<file path="config.mk">
export PLATFORM = sky130hd
export DESIGN_NAME = unicode_to_utf8_transcoder
export DESIGN_NICKNAME = d
export VERILOG_FILES = /design/src/ucu8_pkg.sv /design/src/ucu8_front.sv /design/src/ucu8_queue.sv /design/src/ucu8_back.sv /design/src/unicode_to_utf8_transcoder.sv
export SDC_FILE = /design/constraint.sdc
export NUM_CORES = 1
export LEC_CHECK = 0
export BUFFER_PORTS_ARGS = -buffer_cell sky130_fd_sc_hd__buf_2
export CORE_MARGIN = 1
export CORE_UTILIZATION = 56
export DETAILED_ROUTE_END_ITERATION = 6
export PLACE_DENSITY = 0.79
export SLEW_MARGIN = 5
export SYNTH_ARGS = -nofsm -noshare
export SYNTH_HDL_FRONTEND = slang
export SYNTH_SLANG_ARGS = --single-unit
</file>
<file path="constraint.sdc">
create_clock -name clock -period 4.9 [get_ports clock]
set_clock_uncertainty 0.2 [all_clocks]
set_input_delay 0.735 -clock clock [delete_from_list [all_inputs] [get_ports clock]]
set_output_delay 0.735 -clock clock [all_outputs]
set_load 0.02 [all_outputs]
</file>
<file path="src/ucu8_pkg.sv">
// shared types, codes and sizes for the unicode to utf-8 transcoder
package ucu8_pkg;

   localparam int QueueDepth = 4;
   localparam int QueuePtrWidth = $clog2(QueueDepth);
   localparam int QueueCountWidth = $clog2(QueueDepth + 1);

   localparam logic [2:0] ENC_LATIN1 = 3'd0;
   localparam logic [2:0] ENC_UTF16LE = 3'd1;
   localparam logic [2:0] ENC_UTF16BE = 3'd2;
   localparam logic [2:0] ENC_UTF32LE = 3'd3;
   localparam logic [2:0] ENC_UTF32BE = 3'd4;

   localparam logic [1:0] STATUS_DATA = 2'd0;
   localparam logic [1:0] STATUS_INVALID = 2'd1;
   localparam logic [1:0] STATUS_TRUNCATED = 2'd2;

   localparam logic [31:0] SURR_HIGH_FIRST = 32'h0000_D800;
   localparam logic [31:0] SURR_HIGH_LAST = 32'h0000_DBFF;
   localparam logic [31:0] SURR_LOW_FIRST = 32'h0000_DC00;
   localparam logic [31:0] SURR_LOW_LAST = 32'h0000_DFFF;
   localparam logic [31:0] CODE_POINT_MAX = 32'h0010_FFFF;

   typedef struct packed {
      logic [7:0] in_byte;
      logic       end_of_stream;
   } req_word_type;

   typedef struct packed {
      logic [7:0] out_byte;
      logic [1:0] status;
      logic       last_in_run;
   } rsp_word_type;

   // one classified word: up to four data bytes then an optional status
   typedef struct packed {
      logic [20:0] code_point;
      logic [2:0]  data_count;
      logic [1:0]  tail_status;
   } job_type;

endpackage

</file>
<file path="src/ucu8_front.sv">
// front end: assembles code units, joins surrogates, classifies each word
module ucu8_front (
   input  logic                  clock,
   input  logic                  reset,
   input  logic                  req_valid,
   output logic                  req_stall,
   input  ucu8_pkg::req_word_type req_data,
   input  logic                  csr_write_enable,
   input  logic [2:0]            csr_write_data,
   input  logic                  queue_full,
   output logic                  push,
   output ucu8_pkg::job_type     push_job
);
   import ucu8_pkg::*;

   logic [2:0]  enc_ff, enc_in;
   logic [31:0] acc_ff, acc_in;
   logic [1:0]  held_ff, held_in;
   logic [9:0]  phb_ff, phb_in;
   logic        phv_ff, phv_in;
   logic        err_ff, err_in;

   logic        accept;
   logic        unicode, little, wide, complete;
   logic [31:0] acc_shift, unit;
   logic        emit, invalid;
   logic [20:0] cp;
   logic        eos;
   logic [7:0]  b;

   assign req_stall = queue_full;
   assign accept = req_valid && !queue_full;
   assign eos = req_data.end_of_stream;
   assign b = req_data.in_byte;

   always_comb begin
      unicode = 1'b1;
      little = 1'b0;
      wide = 1'b0;
      unique case (enc_ff)
         ENC_UTF16LE: little = 1'b1;
         ENC_UTF16BE: little = 1'b0;
         ENC_UTF32LE: begin
            little = 1'b1;
            wide = 1'b1;
         end
         ENC_UTF32BE: wide = 1'b1;
         default: unicode = 1'b0;
      endcase
   end

   assign acc_shift = little ? {b, acc_ff[31:8]} : {acc_ff[23:0], b};
   assign complete = wide ? (held_ff == 2'd3) : (held_ff != 2'd0);
   assign unit = wide ? acc_shift : (little ? {16'd0, acc_shift[31:16]}
                                            : {16'd0, acc_shift[15:0]});

   function automatic logic [2:0] utf8_length(input logic [20:0] c);
      if (c < 21'h80) return 3'd1;
      else if (c < 21'h800) return 3'd2;
      else if (c < 21'h10000) return 3'd3;
      else return 3'd4;
   endfunction

   always_comb begin
      enc_in = csr_write_enable ? csr_write_data : enc_ff;
      acc_in = acc_ff;
      held_in = held_ff;
      phb_in = phb_ff;
      phv_in = phv_ff;
      err_in = err_ff;
      push = 1'b0;
      push_job = '0;
      emit = 1'b0;
      invalid = 1'b0;
      cp = '0;
      if (accept) begin
         if (err_ff) begin
            if (eos) begin
               acc_in = '0;
               held_in = '0;
               phb_in = '0;
               phv_in = 1'b0;
               err_in = 1'b0;
            end
         end else begin
            if (unicode) begin
               if (complete) begin
                  held_in = '0;
                  acc_in = '0;
                  if (wide) begin
                     if (unit > CODE_POINT_MAX ||
                         (unit >= SURR_HIGH_FIRST && unit <= SURR_LOW_LAST)) begin
                        invalid = 1'b1;
                     end else begin
                        emit = 1'b1;
                        cp = unit[20:0];
                     end
                  end else if (phv_ff) begin
                     if (unit >= SURR_LOW_FIRST && unit <= SURR_LOW_LAST) begin
                        emit = 1'b1;
                        cp = 21'h10000 + {1'b0, phb_ff, unit[9:0]};
                        phv_in = 1'b0;
                        phb_in = '0;
                     end else begin
                        invalid = 1'b1;
                     end
                  end else if (unit >= SURR_HIGH_FIRST && unit <= SURR_HIGH_LAST) begin
                     phb_in = unit[9:0];
                     phv_in = 1'b1;
                  end else if (unit >= SURR_LOW_FIRST && unit <= SURR_LOW_LAST) begin
                     invalid = 1'b1;
                  end else begin
                     emit = 1'b1;
                     cp = unit[20:0];
                  end
               end else begin
                  held_in = held_ff + 2'd1;
                  acc_in = acc_shift;
               end
            end else begin
               emit = 1'b1;
               cp = {13'd0, b};
            end

            if (invalid) begin
               push = 1'b1;
               push_job.tail_status = STATUS_INVALID;
               acc_in = '0;
               held_in = '0;
               phb_in = '0;
               phv_in = 1'b0;
               err_in = !eos;
            end else begin
               push_job.code_point = cp;
               push_job.data_count = emit ? utf8_length(cp) : 3'd0;
               push_job.tail_status = STATUS_DATA;
               if (eos) begin
                  if (held_in != 2'd0 || phv_in) begin
                     push_job.tail_status = STATUS_TRUNCATED;
                  end
                  acc_in = '0;
                  held_in = '0;
                  phb_in = '0;
                  phv_in = 1'b0;
                  err_in = 1'b0;
               end
               push = emit || (push_job.tail_status != STATUS_DATA);
            end
         end
      end
   end

   always_ff @(posedge clock) begin
      if (reset) begin
         enc_ff <= ENC_LATIN1;
         acc_ff <= '0;
         held_ff <= '0;
         phb_ff <= '0;
         phv_ff <= 1'b0;
         err_ff <= 1'b0;
      end else begin
         enc_ff <= enc_in;
         acc_ff <= acc_in;
         held_ff <= held_in;
         phb_ff <= phb_in;
         phv_ff <= phv_in;
         err_ff <= err_in;
      end
   end

endmodule

</file>
<file path="src/ucu8_queue.sv">
// small job queue between the front end and the byte emitter
module ucu8_queue (
   input  logic              clock,
   input  logic              reset,
   input  logic              push,
   input  ucu8_pkg::job_type push_job,
   output logic              full,
   input  logic              pop,
   output logic              not_empty,
   output ucu8_pkg::job_type head_job
);
   import ucu8_pkg::*;

   job_type                    entries_ff [QueueDepth];
   logic [QueuePtrWidth-1:0]   wr_ptr_ff, wr_ptr_in;
   logic [QueuePtrWidth-1:0]   rd_ptr_ff, rd_ptr_in;
   logic [QueueCountWidth-1:0] count_ff, count_in;
   logic                       do_push, do_pop;

   assign full = (count_ff == QueueCountWidth'(QueueDepth));
   assign not_empty = (count_ff != '0);
   assign head_job = entries_ff[rd_ptr_ff];
   assign do_push = push && !full;
   assign do_pop = pop && not_empty;

   always_comb begin
      wr_ptr_in = do_push ? QueuePtrWidth'((32'(wr_ptr_ff) + 1) % QueueDepth) : wr_ptr_ff;
      rd_ptr_in = do_pop ? QueuePtrWidth'((32'(rd_ptr_ff) + 1) % QueueDepth) : rd_ptr_ff;
      count_in = count_ff;
      if (do_push && !do_pop) count_in = count_ff + QueueCountWidth'(1);
      else if (do_pop && !do_push) count_in = count_ff - QueueCountWidth'(1);
   end

   always_ff @(posedge clock) begin
      if (do_push) begin
         entries_ff[wr_ptr_ff] <= push_job;
      end
   end

   always_ff @(posedge clock) begin
      if (reset) begin
         wr_ptr_ff <= '0;
         rd_ptr_ff <= '0;
         count_ff <= '0;
      end else begin
         wr_ptr_ff <= wr_ptr_in;
         rd_ptr_ff <= rd_ptr_in;
         count_ff <= count_in;
      end
   end

endmodule

</file>
<file path="src/ucu8_back.sv">
// back end: expands each job into utf-8 bytes and status words
module ucu8_back (
   input  logic                  clock,
   input  logic                  reset,
   input  logic                  job_valid,
   input  ucu8_pkg::job_type     job,
   output logic                  pop,
   output logic                  rsp_valid,
   input  logic                  rsp_stall,
   output ucu8_pkg::rsp_word_type rsp_data
);
   import ucu8_pkg::*;

   logic [2:0]   index_ff, index_in;
   logic         valid_ff, valid_in;
   rsp_word_type data_ff, data_in;
   logic         load;
   logic [2:0]   total;
   logic         last;
   rsp_word_type word;

   function automatic logic [7:0] utf8_byte(input logic [20:0] c, input logic [2:0] n,
                                            input logic [2:0] k);
      logic [7:0] r;
      r = 8'd0;
      unique case (n)
         3'd1: r = {1'b0, c[6:0]};
         3'd2: r = (k == 3'd0) ? {3'b110, c[10:6]} : {2'b10, c[5:0]};
         3'd3: begin
            case (k)
               3'd0: r = {4'b1110, c[15:12]};
               3'd1: r = {2'b10, c[11:6]};
               default: r = {2'b10, c[5:0]};
            endcase
         end
         3'd4: begin
            case (k)
               3'd0: r = {5'b11110, c[20:18]};
               3'd1: r = {2'b10, c[17:12]};
               3'd2: r = {2'b10, c[11:6]};
               default: r = {2'b10, c[5:0]};
            endcase
         end
         default: r = 8'd0;
      endcase
      return r;
   endfunction

   assign total = job.data_count + {2'd0, (job.tail_status != STATUS_DATA)};
   assign last = ((index_ff + 3'd1) == total);
   assign load = job_valid && (!valid_ff || !rsp_stall);
   assign pop = load && last;

   always_comb begin
      word.last_in_run = last;
      if (index_ff < job.data_count) begin
         word.out_byte = utf8_byte(job.code_point, job.data_count, index_ff);
         word.status = STATUS_DATA;
      end else begin
         word.out_byte = 8'd0;
         word.status = job.tail_status;
      end
   end

   always_comb begin
      index_in = index_ff;
      data_in = data_ff;
      valid_in = valid_ff && rsp_stall;
      if (load) begin
         valid_in = 1'b1;
         data_in = word;
         index_in = last ? 3'd0 : index_ff + 3'd1;
      end
   end

   assign rsp_valid = valid_ff;
   assign rsp_data = data_ff;

   always_ff @(posedge clock) begin
      data_ff <= data_in;
   end

   always_ff @(posedge clock) begin
      if (reset) begin
         index_ff <= '0;
         valid_ff <= 1'b0;
      end else begin
         index_ff <= index_in;
         valid_ff <= valid_in;
      end
   end

endmodule

</file>
<file path="src/unicode_to_utf8_transcoder.sv">
// top level: latin-1 / utf-16 / utf-32 byte stream to utf-8 transcoder
// an accepted input word is queued, then its first result word is registered
// throughput: one input word per cycle while the four-entry job queue has room
// output: one result word per cycle from the emitter's register unless stalled
// a word that yields n results holds the emitter until all n have been sent
// reset clears the stream state, the queue and sets source encoding to latin-1
module unicode_to_utf8_transcoder (
   input  logic                   clock,
   input  logic                   reset,
   input  logic                   req_valid,
   output logic                   req_stall,
   input  ucu8_pkg::req_word_type req_data,
   output logic                   rsp_valid,
   input  logic                   rsp_stall,
   output ucu8_pkg::rsp_word_type rsp_data,
   input  logic                   csr_write_enable,
   input  logic [2:0]             csr_write_data
);
   import ucu8_pkg::*;

   logic    push, full, pop, not_empty;
   job_type push_job, head_job;

   ucu8_front u_front (
      .clock            (clock),
      .reset            (reset),
      .req_valid        (req_valid),
      .req_stall        (req_stall),
      .req_data         (req_data),
      .csr_write_enable (csr_write_enable),
      .csr_write_data   (csr_write_data),
      .queue_full       (full),
      .push             (push),
      .push_job         (push_job)
   );

   ucu8_queue u_queue (
      .clock     (clock),
      .reset     (reset),
      .push      (push),
      .push_job  (push_job),
      .full      (full),
      .pop       (pop),
      .not_empty (not_empty),
      .head_job  (head_job)
   );

   ucu8_back u_back (
      .clock     (clock),
      .reset     (reset),
      .job_valid (not_empty),
      .job       (head_job),
      .pop       (pop),
      .rsp_valid (rsp_valid),
      .rsp_stall (rsp_stall),
      .rsp_data  (rsp_data)
   );

endmodule

</file>
==> Yosys cells after proc, flatten, opt, wreduce, memory -nomap -nowiden <==
Memories as Yosys holds them, arrays and structs flattened. A register that Yosys moved wholly into a read port is not among the register bits.
Index checks and enable logic that the tools add are counted.
{ "totals": {"latch_bits": 0, "input_bits": 17, "mem_count": 1, "reg_bits": 71, "ram_bits": 104, "romBits": 0} }
{ "mem_list": {"columns": ["memory", "words", "word_bits", "read_ports", "rd_clocked_by_memory_dff", "wr", "line_no", "text"], "rows": [
  ["u_queue.entries_ff", 4, 26, 1, 1, 1, "ucu8_queue.sv:14", "job_type entries_ff [QueueDepth];"]
]} }
{ "op_classes": {"n_eq_ne": 16, "multipliers": 0, "reduce_logical": 37, "n_addsub": 8, "bitwise": 0, "n_mux": 101, "n_lt_le_gt_ge": 9, "n_div": 0, "shift": 0} }
{ "ops": {"columns": ["operator", "n"], "rows": [
  ["2-to-1 mux 32 bit", 8],
  ["2-to-1 mux 21 bit", 10],
  ["2-to-1 mux 10 bit", 10],
  ["greater-or-equal comparator 32 x 16 -> 1 bit, second input constant", 2],
  ["<= comparator 32 x 16 -> 1 bit, second input constant", 2],
  ["2-to-1 mux 26 bit", 2],
  ["2-to-1 mux 1 bit", 42],
  ["> comparator 32 x 21 -> 1 bit, second input constant", 1],
  ["2-to-1 mux 2 bit", 16],
  ["case mux 8 bit (4 select lines)", 1],
  ["2-to-1 mux 24 bit", 1],
  ["adder 17 x 20 -> 21 bit, first input constant", 1],
  ["less-than comparator 21 x 12 -> 1 bit, second input constant", 1],
  ["less-than comparator 21 x 17 -> 1 bit, second input constant", 1],
  ["less-than comparator 21 x 8 -> 1 bit, second input constant", 1],
  ["2-to-1 mux 3 bit", 7],
  ["case mux 7 bit (3 select lines)", 1],
  ["2-to-1 mux 16 bit", 1],
  ["equality test 3 x 2 -> 1 bit, second input constant", 5],
  ["case mux 7 bit (2 select lines)", 1],
  ["logical AND 1 bit", 11],
  ["nonzero test 2 bit", 5],
  ["equality test 3 x 1 -> 1 bit, second input constant", 3],
  ["equality test 3 bit, second input constant", 3],
  ["other kinds (21)", 35]
]} }

==> Logic depth before layout (Yosys ltp) <==
{ "logic_depth": {"word_depth": 31, "depth_mapped": 19} }

==> Modules after synthesis <==
A second synthesis with hierarchy kept.
{ "hier_totals": {"cells_unflattened": 824, "area_unflattened_um2": 9091.2} }
{ "modules_own_cells": {"columns": ["mod", "seq_area_each_um2", "n_inst", "area_each_um2", "cells_each"], "rows": [
  ["ucu8_queue", 3303.2, 1, 4246.6, 184],
  ["ucu8_front", 980.9, 1, 3485.8, 482],
  ["ucu8_back", 410.4, 1, 1358.8, 158]
]} }

==> Worst setup path before layout <==
OpenSTA, ideal clock, no wires.
{ "synth_timing": {"path_type": "reg2reg", "start": "reg with a tool-made name", "end": "reg u_queue.count_ff[2]", "required_ps": 4629, "setup_slack_ps": 365, "stages_incl_launch_ff": 18, "setup_ps": 71, "t_arrival_ps": 4264, "period_less_slack_ps": 4535, "path_cell_list": "dfxtp_1 > buf_2 > buf_1 > mux4_2 > or2_2 > ha_1 > ha_1 > xor2_1 > xnor2_1 > xnor2_1 > nor3_1 > nand2_1 > ha_1 > inv_1 > fa_1 > xor2_1 > or3_1 > a21oi_1"} }
{ "synth_lines": {"columns": ["element", "line_no", "text"], "rows": [
  ["to (signal assigned)", "ucu8_queue.sv:48", "count_ff <= count_in;"],
  ["to (decl)", "ucu8_queue.sv:17", "logic [QueueCountWidth-1:0] count_ff, count_in;"]
]} }

==> Final worst setup path <==
{ "layout_timing": {"start": "reg u_front.enc_ff[0]", "end": "reg u_queue.count_ff[2]"} }
{ "layout_via": {"elab_chain_len": 30, "word_cells_on_any_way": 70, "classes_between": "5 x order compare; 4 x eq/ne; 45 x mux; 16 x reduce/logical"} }
{ "layout_rtl": {"columns": ["element", "line_no", "text"], "rows": [
  ["from (decl)", "ucu8_front.sv:16", "logic [2:0] enc_ff, enc_in;"],
  ["from (signal assigned)", "ucu8_front.sv:162", "enc_ff <= enc_in;"],
  ["equality test 3 x 1 -> 1 bit / equality test 3 x 2 -> 1 bit (equally long branches)", "ucu8_front.sv:40", "unique case (enc_ff)"],
  ["OR reduction 2 bit (no source line)", null, null],
  ["2-to-1 mux 1 bit", "ucu8_front.sv:40", null],
  ["2-to-1 mux 32 bit", "ucu8_front.sv:52", "assign acc_shift = little ? {b, acc_ff[31:8]} : {acc_ff[23:0], b};"],
  ["2-to-1 mux 16 bit", "ucu8_front.sv:54", "assign unit = wide ? acc_shift : (little ? {16'd0, acc_shift[31:16]}"],
  ["2-to-1 mux 32 bit", "ucu8_front.sv:54", null],
  ["greater-or-equal comparator 32 x 16 -> 1 bit, or another cell as far along", "ucu8_front.sv:92, ucu8_front.sv:107", null],
  ["logical AND 1 bit, on equally long branches", "ucu8_front.sv:107, ucu8_front.sv:99, ucu8_front.sv:110", null],
  ["[15 not listed]", null, null],
  ["2-to-1 mux 1 bit *", "ucu8_front.sv:125", "if (invalid) begin"],
  ["2-to-1 mux 1 bit *", "ucu8_front.sv:77", "if (err_ff) begin"],
  ["2-to-1 mux 1 bit *", "ucu8_front.sv:76", "if (accept) begin"],
  ["logical AND 1 bit *", "ucu8_queue.sv:23", "assign do_push = push && !full;"],
  ["via u_queue.do_push", "ucu8_queue.sv:18", "logic do_push, do_pop;"],
  ["logical NOT 1 bit", "ucu8_queue.sv:31", "else if (do_pop && !do_push) count_in = count_ff - QueueCountWidth'(1);"],
  ["logical AND 1 bit", "ucu8_queue.sv:31", null],
  ["nonzero test 2 bit (no source line)", null, null]
]} }
The timed path passes the listed nets; every way through them passes the cells marked *. The select of a mux whose other input is x is not followed.
A chain may end at the register's enable or synchronous reset.

==> implementation parameters <==
Parameter                              Value

Timing
  Relative slew slack    between 20% and 30%
  Number of slew-limit violations in the final report    0
  Summed negative setup slack over all endpoints    0 ns
  Number of setup violations in the final report    0
  Min Tclk post-route    about 4.4 ns
  Fmax achieved    between 200 and 250 MHz
  Setup repair after global routing missed its margin    no
  Worst Tran Pin Value    approximately 1.1 ns
  Period Utilization, post-route    about nine tenths
  Final Hold Violating Endpoints    0

Floorplan
  Boundary Pins    30
  Floorplan core area    about 15000 um2
  Overall die area    roughly 16000 um2
  Initial cell density of the core    57.9%
  Die width    128 um
  Vertical die dimension    between 100 and 150 um
  Count of standard-cell rows    45

Final layout
  Synth-to-Final Area Change    10.9%
  NumNets Final    865
  Diode insertion count for antenna repair    0
  Share of the core filled with cells    64.2%
  Share of layout cells above drive strength 1    approximately 16%
  Post-layout instance count excluding filler cells    roughly 1100

Setup path
  Worst Path Max Fanout    13
  Flop2flop setup slack    0.53 ns
  Crit path capture type    register
  Timing endpoint of the critical path    u_queue.count_ff[2]$_SDFFE_PP0P_
  Critical path data arrival time    4.54 ns
  Depth of the worst register-to-register path    13
  Critical path launch point type    register
  Launch point of the worst reg-to-reg path    u_front.enc_ff[0]$_SDFFE_PP0P_
  Category of the critical setup timing path    register to register
  Worst endpoint required time    5.07 ns
  Worst reg2reg path endpoint    u_queue.count_ff[2]$_SDFFE_PP0P_
  Worst Setup SP    u_front.enc_ff[0]$_SDFFE_PP0P_

Logic synthesis
  Flops & latches, synth    177
  Post-Synthesis Net Count    841
  Most used flip-flop cell after synthesis    sky130_fd_sc_hd__edfxtp_1
  Average size of a mapped cell    around 11 um2
  Number of flops mapped to enable cells by yosys    115
  Cell area after technology mapping    8900 um2
  Sequential element share of the synthesized area    52.8%
  Number of library cell types mapped by synthesis    69
  Yosys warnings    0
  Synthesized netlist cell count    807
  Share of async-settable or async-resettable flops after synthesis    0%

Route
  Via-to-Cell Ratio    between 6 and 7
  Routed vias    between 6000 and 7000
  First-pass detailed-route iteration total    6
  Wire length per cell after detailed routing    ~21 um
  Remaining design rule violation count    0
  DRT antenna net count    0
  Wire length after detailed routing    21.9 mm
  Iteration-0 DRC count of the detailed router    ~680

Job
  Max-capacitance violation count    0

Clock tree
  H-tree Lvls    4
  Clock transition at the registers of the reported paths    around 0.07 ns
  Post-CTS setup buffer count    0
  Clock Sink Count    177
  TritonCTS clock tree    yes
  Insertion delay of the later-clocked pin in the worst-skew pair    0.44 ns
  Post-CTS Hold Fix Bufs    0
  Resized Gates After CTS    0
  Number of clock buffers inserted by TritonCTS    17
  Cell at the root of the clock tree    sky130_fd_sc_hd__clkbuf_16
  Maximum buffer depth of the clock tree    2

Worst hold path
  Classification of the worst-slack hold path    register to register

Run status
  Run status    completed

Power
  Clock network fraction of design power    28.4%
  PD cells    478 nW/um2
  Switching portion of total power    35.1%
  Internal power summed over all cells    3.06 mW
  Combinational share of power    between 30% and 40%
  VDD IR max    268 uV
  Sequential group share of total power    40.2%
  Switching power    around 1.7 mW
  Leakage component of the power    3.49 nW

Placed design
  Port Buffer Count    29
  Placed Cells    1023
  Placer congestion estimate    0.937
  HPWL after detailed placement    about 15 mm

Global route
  Pin count of the biggest net entering global routing    between 60 and 70
  First-pass GRT wire length    34.7 mm
  Global-route congestion overflow total    0
  Antenna violations before repair    0
  GRT Overall Usage    28.2%
  Vias in the first global route    around 6400
state kept, by name (all words and copies together) (netlist names), 3 cells and up, named ones only:
signal	flops
u_front.phb_ff	10
u_front.acc_ff	32
u_back.rsp_data	11
u_queue.entries_ff	104
u_queue.count_ff	3
u_back.index_ff	3
u_front.enc_ff	3
area by class of cell:
type	instances	area (um2)
fillers	1179	5510
flip-flops and latches	177	4700
multi-input cells	569	3960
clock buffers	18	450
repair buffers	48	288
well taps	211	264
clock inverters	14	138
inverters	18	67.6
cell usage after synthesis, drive strengths merged, types with 13 or more instances:
library cell  number  share of area (%)
mux4              25                6.3
mux2i             37                4.2
o21ai             21                1.2
nand2             75                3.2
ha                16                2.2
nor2             109                4.6
clkbuf            31                1.3
nor2b             14               0.98
a22oi             18                1.5
mux2              17                2.4
inv               18               0.76
dfxtp             62                 14
a21oi             86                4.8
edfxtp           115                 39
nand3             13               0.73
critical path, stage by stage (launching register included):
cell and delay (ns):
sky130_fd_sc_hd__dfxtp_1 0.51, sky130_fd_sc_hd__nor2b_2 0.48, sky130_fd_sc_hd__buf_4 0.29, sky130_fd_sc_hd__mux2i_1 0.17, sky130_fd_sc_hd__or4_4 0.52, sky130_fd_sc_hd__nor4_1 0.31, sky130_fd_sc_hd__o41ai_1 0.20, sky130_fd_sc_hd__a31oi_4 0.34
sky130_fd_sc_hd__ha_1 0.25, sky130_fd_sc_hd__inv_1 0.06, sky130_fd_sc_hd__fa_1 0.37, sky130_fd_sc_hd__xor2_1 0.18, sky130_fd_sc_hd__or3_1 0.30, sky130_fd_sc_hd__a21oi_1 0.14
cell families after synthesis:
logic type / Yosys count / share of synthesized area, %
XOR/XNOR: 15 / 1.48
AND/OR/NAND/NOR: 280 / 14.7
multiplexers: 79 / 12.9
adder cells (fa/ha/maj): 17 / 2.47
buffers and inverters: 61 / 2.80
flip-flops: 177 / 52.8
AO/OA/AOI/OAI: 178 / 12.9
stage by stage:
step                worst slack, ns  total power, mW  hold slack (ns)  cell area [um2]
finish                        0.531             4.72            0.284             9860
global route                  0.189             4.93            0.315             9860
CTS                           0.523             4.71            0.282             9860
detailed placement            0.471             3.37            0.269             9280
global placement              0.507             3.32            0.260             9280
floorplan                     0.365             2.98            0.251             8900
worst min path at each step:
| stage | from | depth (start not counted) | to |
|---|---|---|---|
| 5_1_grt | u_back.rsp_valid$_SDFF_PP0_ | 2 | u_back.rsp_valid$_SDFF_PP0_ |
| 3_3_place_gp | u_back.rsp_valid$_SDFF_PP0_ | 2 | u_back.rsp_valid$_SDFF_PP0_ |
| 2_1_floorplan | u_front.phb_ff[4]$_SDFFE_PP0P_ | 2 | u_front.phb_ff[4]$_SDFFE_PP0P_ |
| 6_report | u_back.rsp_valid$_SDFF_PP0_ | 2 | u_back.rsp_valid$_SDFF_PP0_ |
| 3_5_place_dp | u_back.rsp_valid$_SDFF_PP0_ | 2 | u_back.rsp_valid$_SDFF_PP0_ |
| 4_1_cts | u_back.rsp_valid$_SDFF_PP0_ | 2 | u_back.rsp_valid$_SDFF_PP0_ |
power by group through the flow:
stage | Combinational, mW | Clock [mW] | Sequential [mW]
finish | 1.48 | 1.34 | 1.89
global route | 1.61 | 1.40 | 1.91
CTS | 1.47 | 1.35 | 1.90
detailed placement | 1.45 | 0 | 1.92
global placement | 1.41 | 0 | 1.91
floorplan | 1.02 | 0 | 1.96
layer usage:
layer | routed length (um) | track usage, % | part of all wire, % | up-vias
li1 | - | - | - | 3030
met1 | 8750 | 35.5 | 40 | 3214
met2 | 10800 | 46.4 | 49 | 300
met3 | 1450 | 5.51 | 6.6 | 52
met4 | 906 | 14.7 | 4.1 | 0
met5 | 0 | 0 | 0 | -
cells in the final DEF, fill, tap and decap left out, types with 14 or more instances in the layout:
cell | netlist | final
sky130_fd_sc_hd__a21oi_1 | 86 | 86
sky130_fd_sc_hd__a22oi_1 | 18 | 18
sky130_fd_sc_hd__buf_2 | 4 | 29
sky130_fd_sc_hd__buf_4 | 0 | 19
sky130_fd_sc_hd__clkbuf_16 | 0 | 18
sky130_fd_sc_hd__dfxtp_1 | 62 | 61
sky130_fd_sc_hd__edfxtp_1 | 115 | 115
sky130_fd_sc_hd__ha_1 | 16 | 16
sky130_fd_sc_hd__inv_1 | 18 | 18
sky130_fd_sc_hd__mux2i_1 | 37 | 37
sky130_fd_sc_hd__mux4_2 | 25 | 25
sky130_fd_sc_hd__nand2_1 | 75 | 75
sky130_fd_sc_hd__nor2_1 | 108 | 108
sky130_fd_sc_hd__o21ai_0 | 14 | 14
No activity file was read; power rests on OpenSTA's default activity.
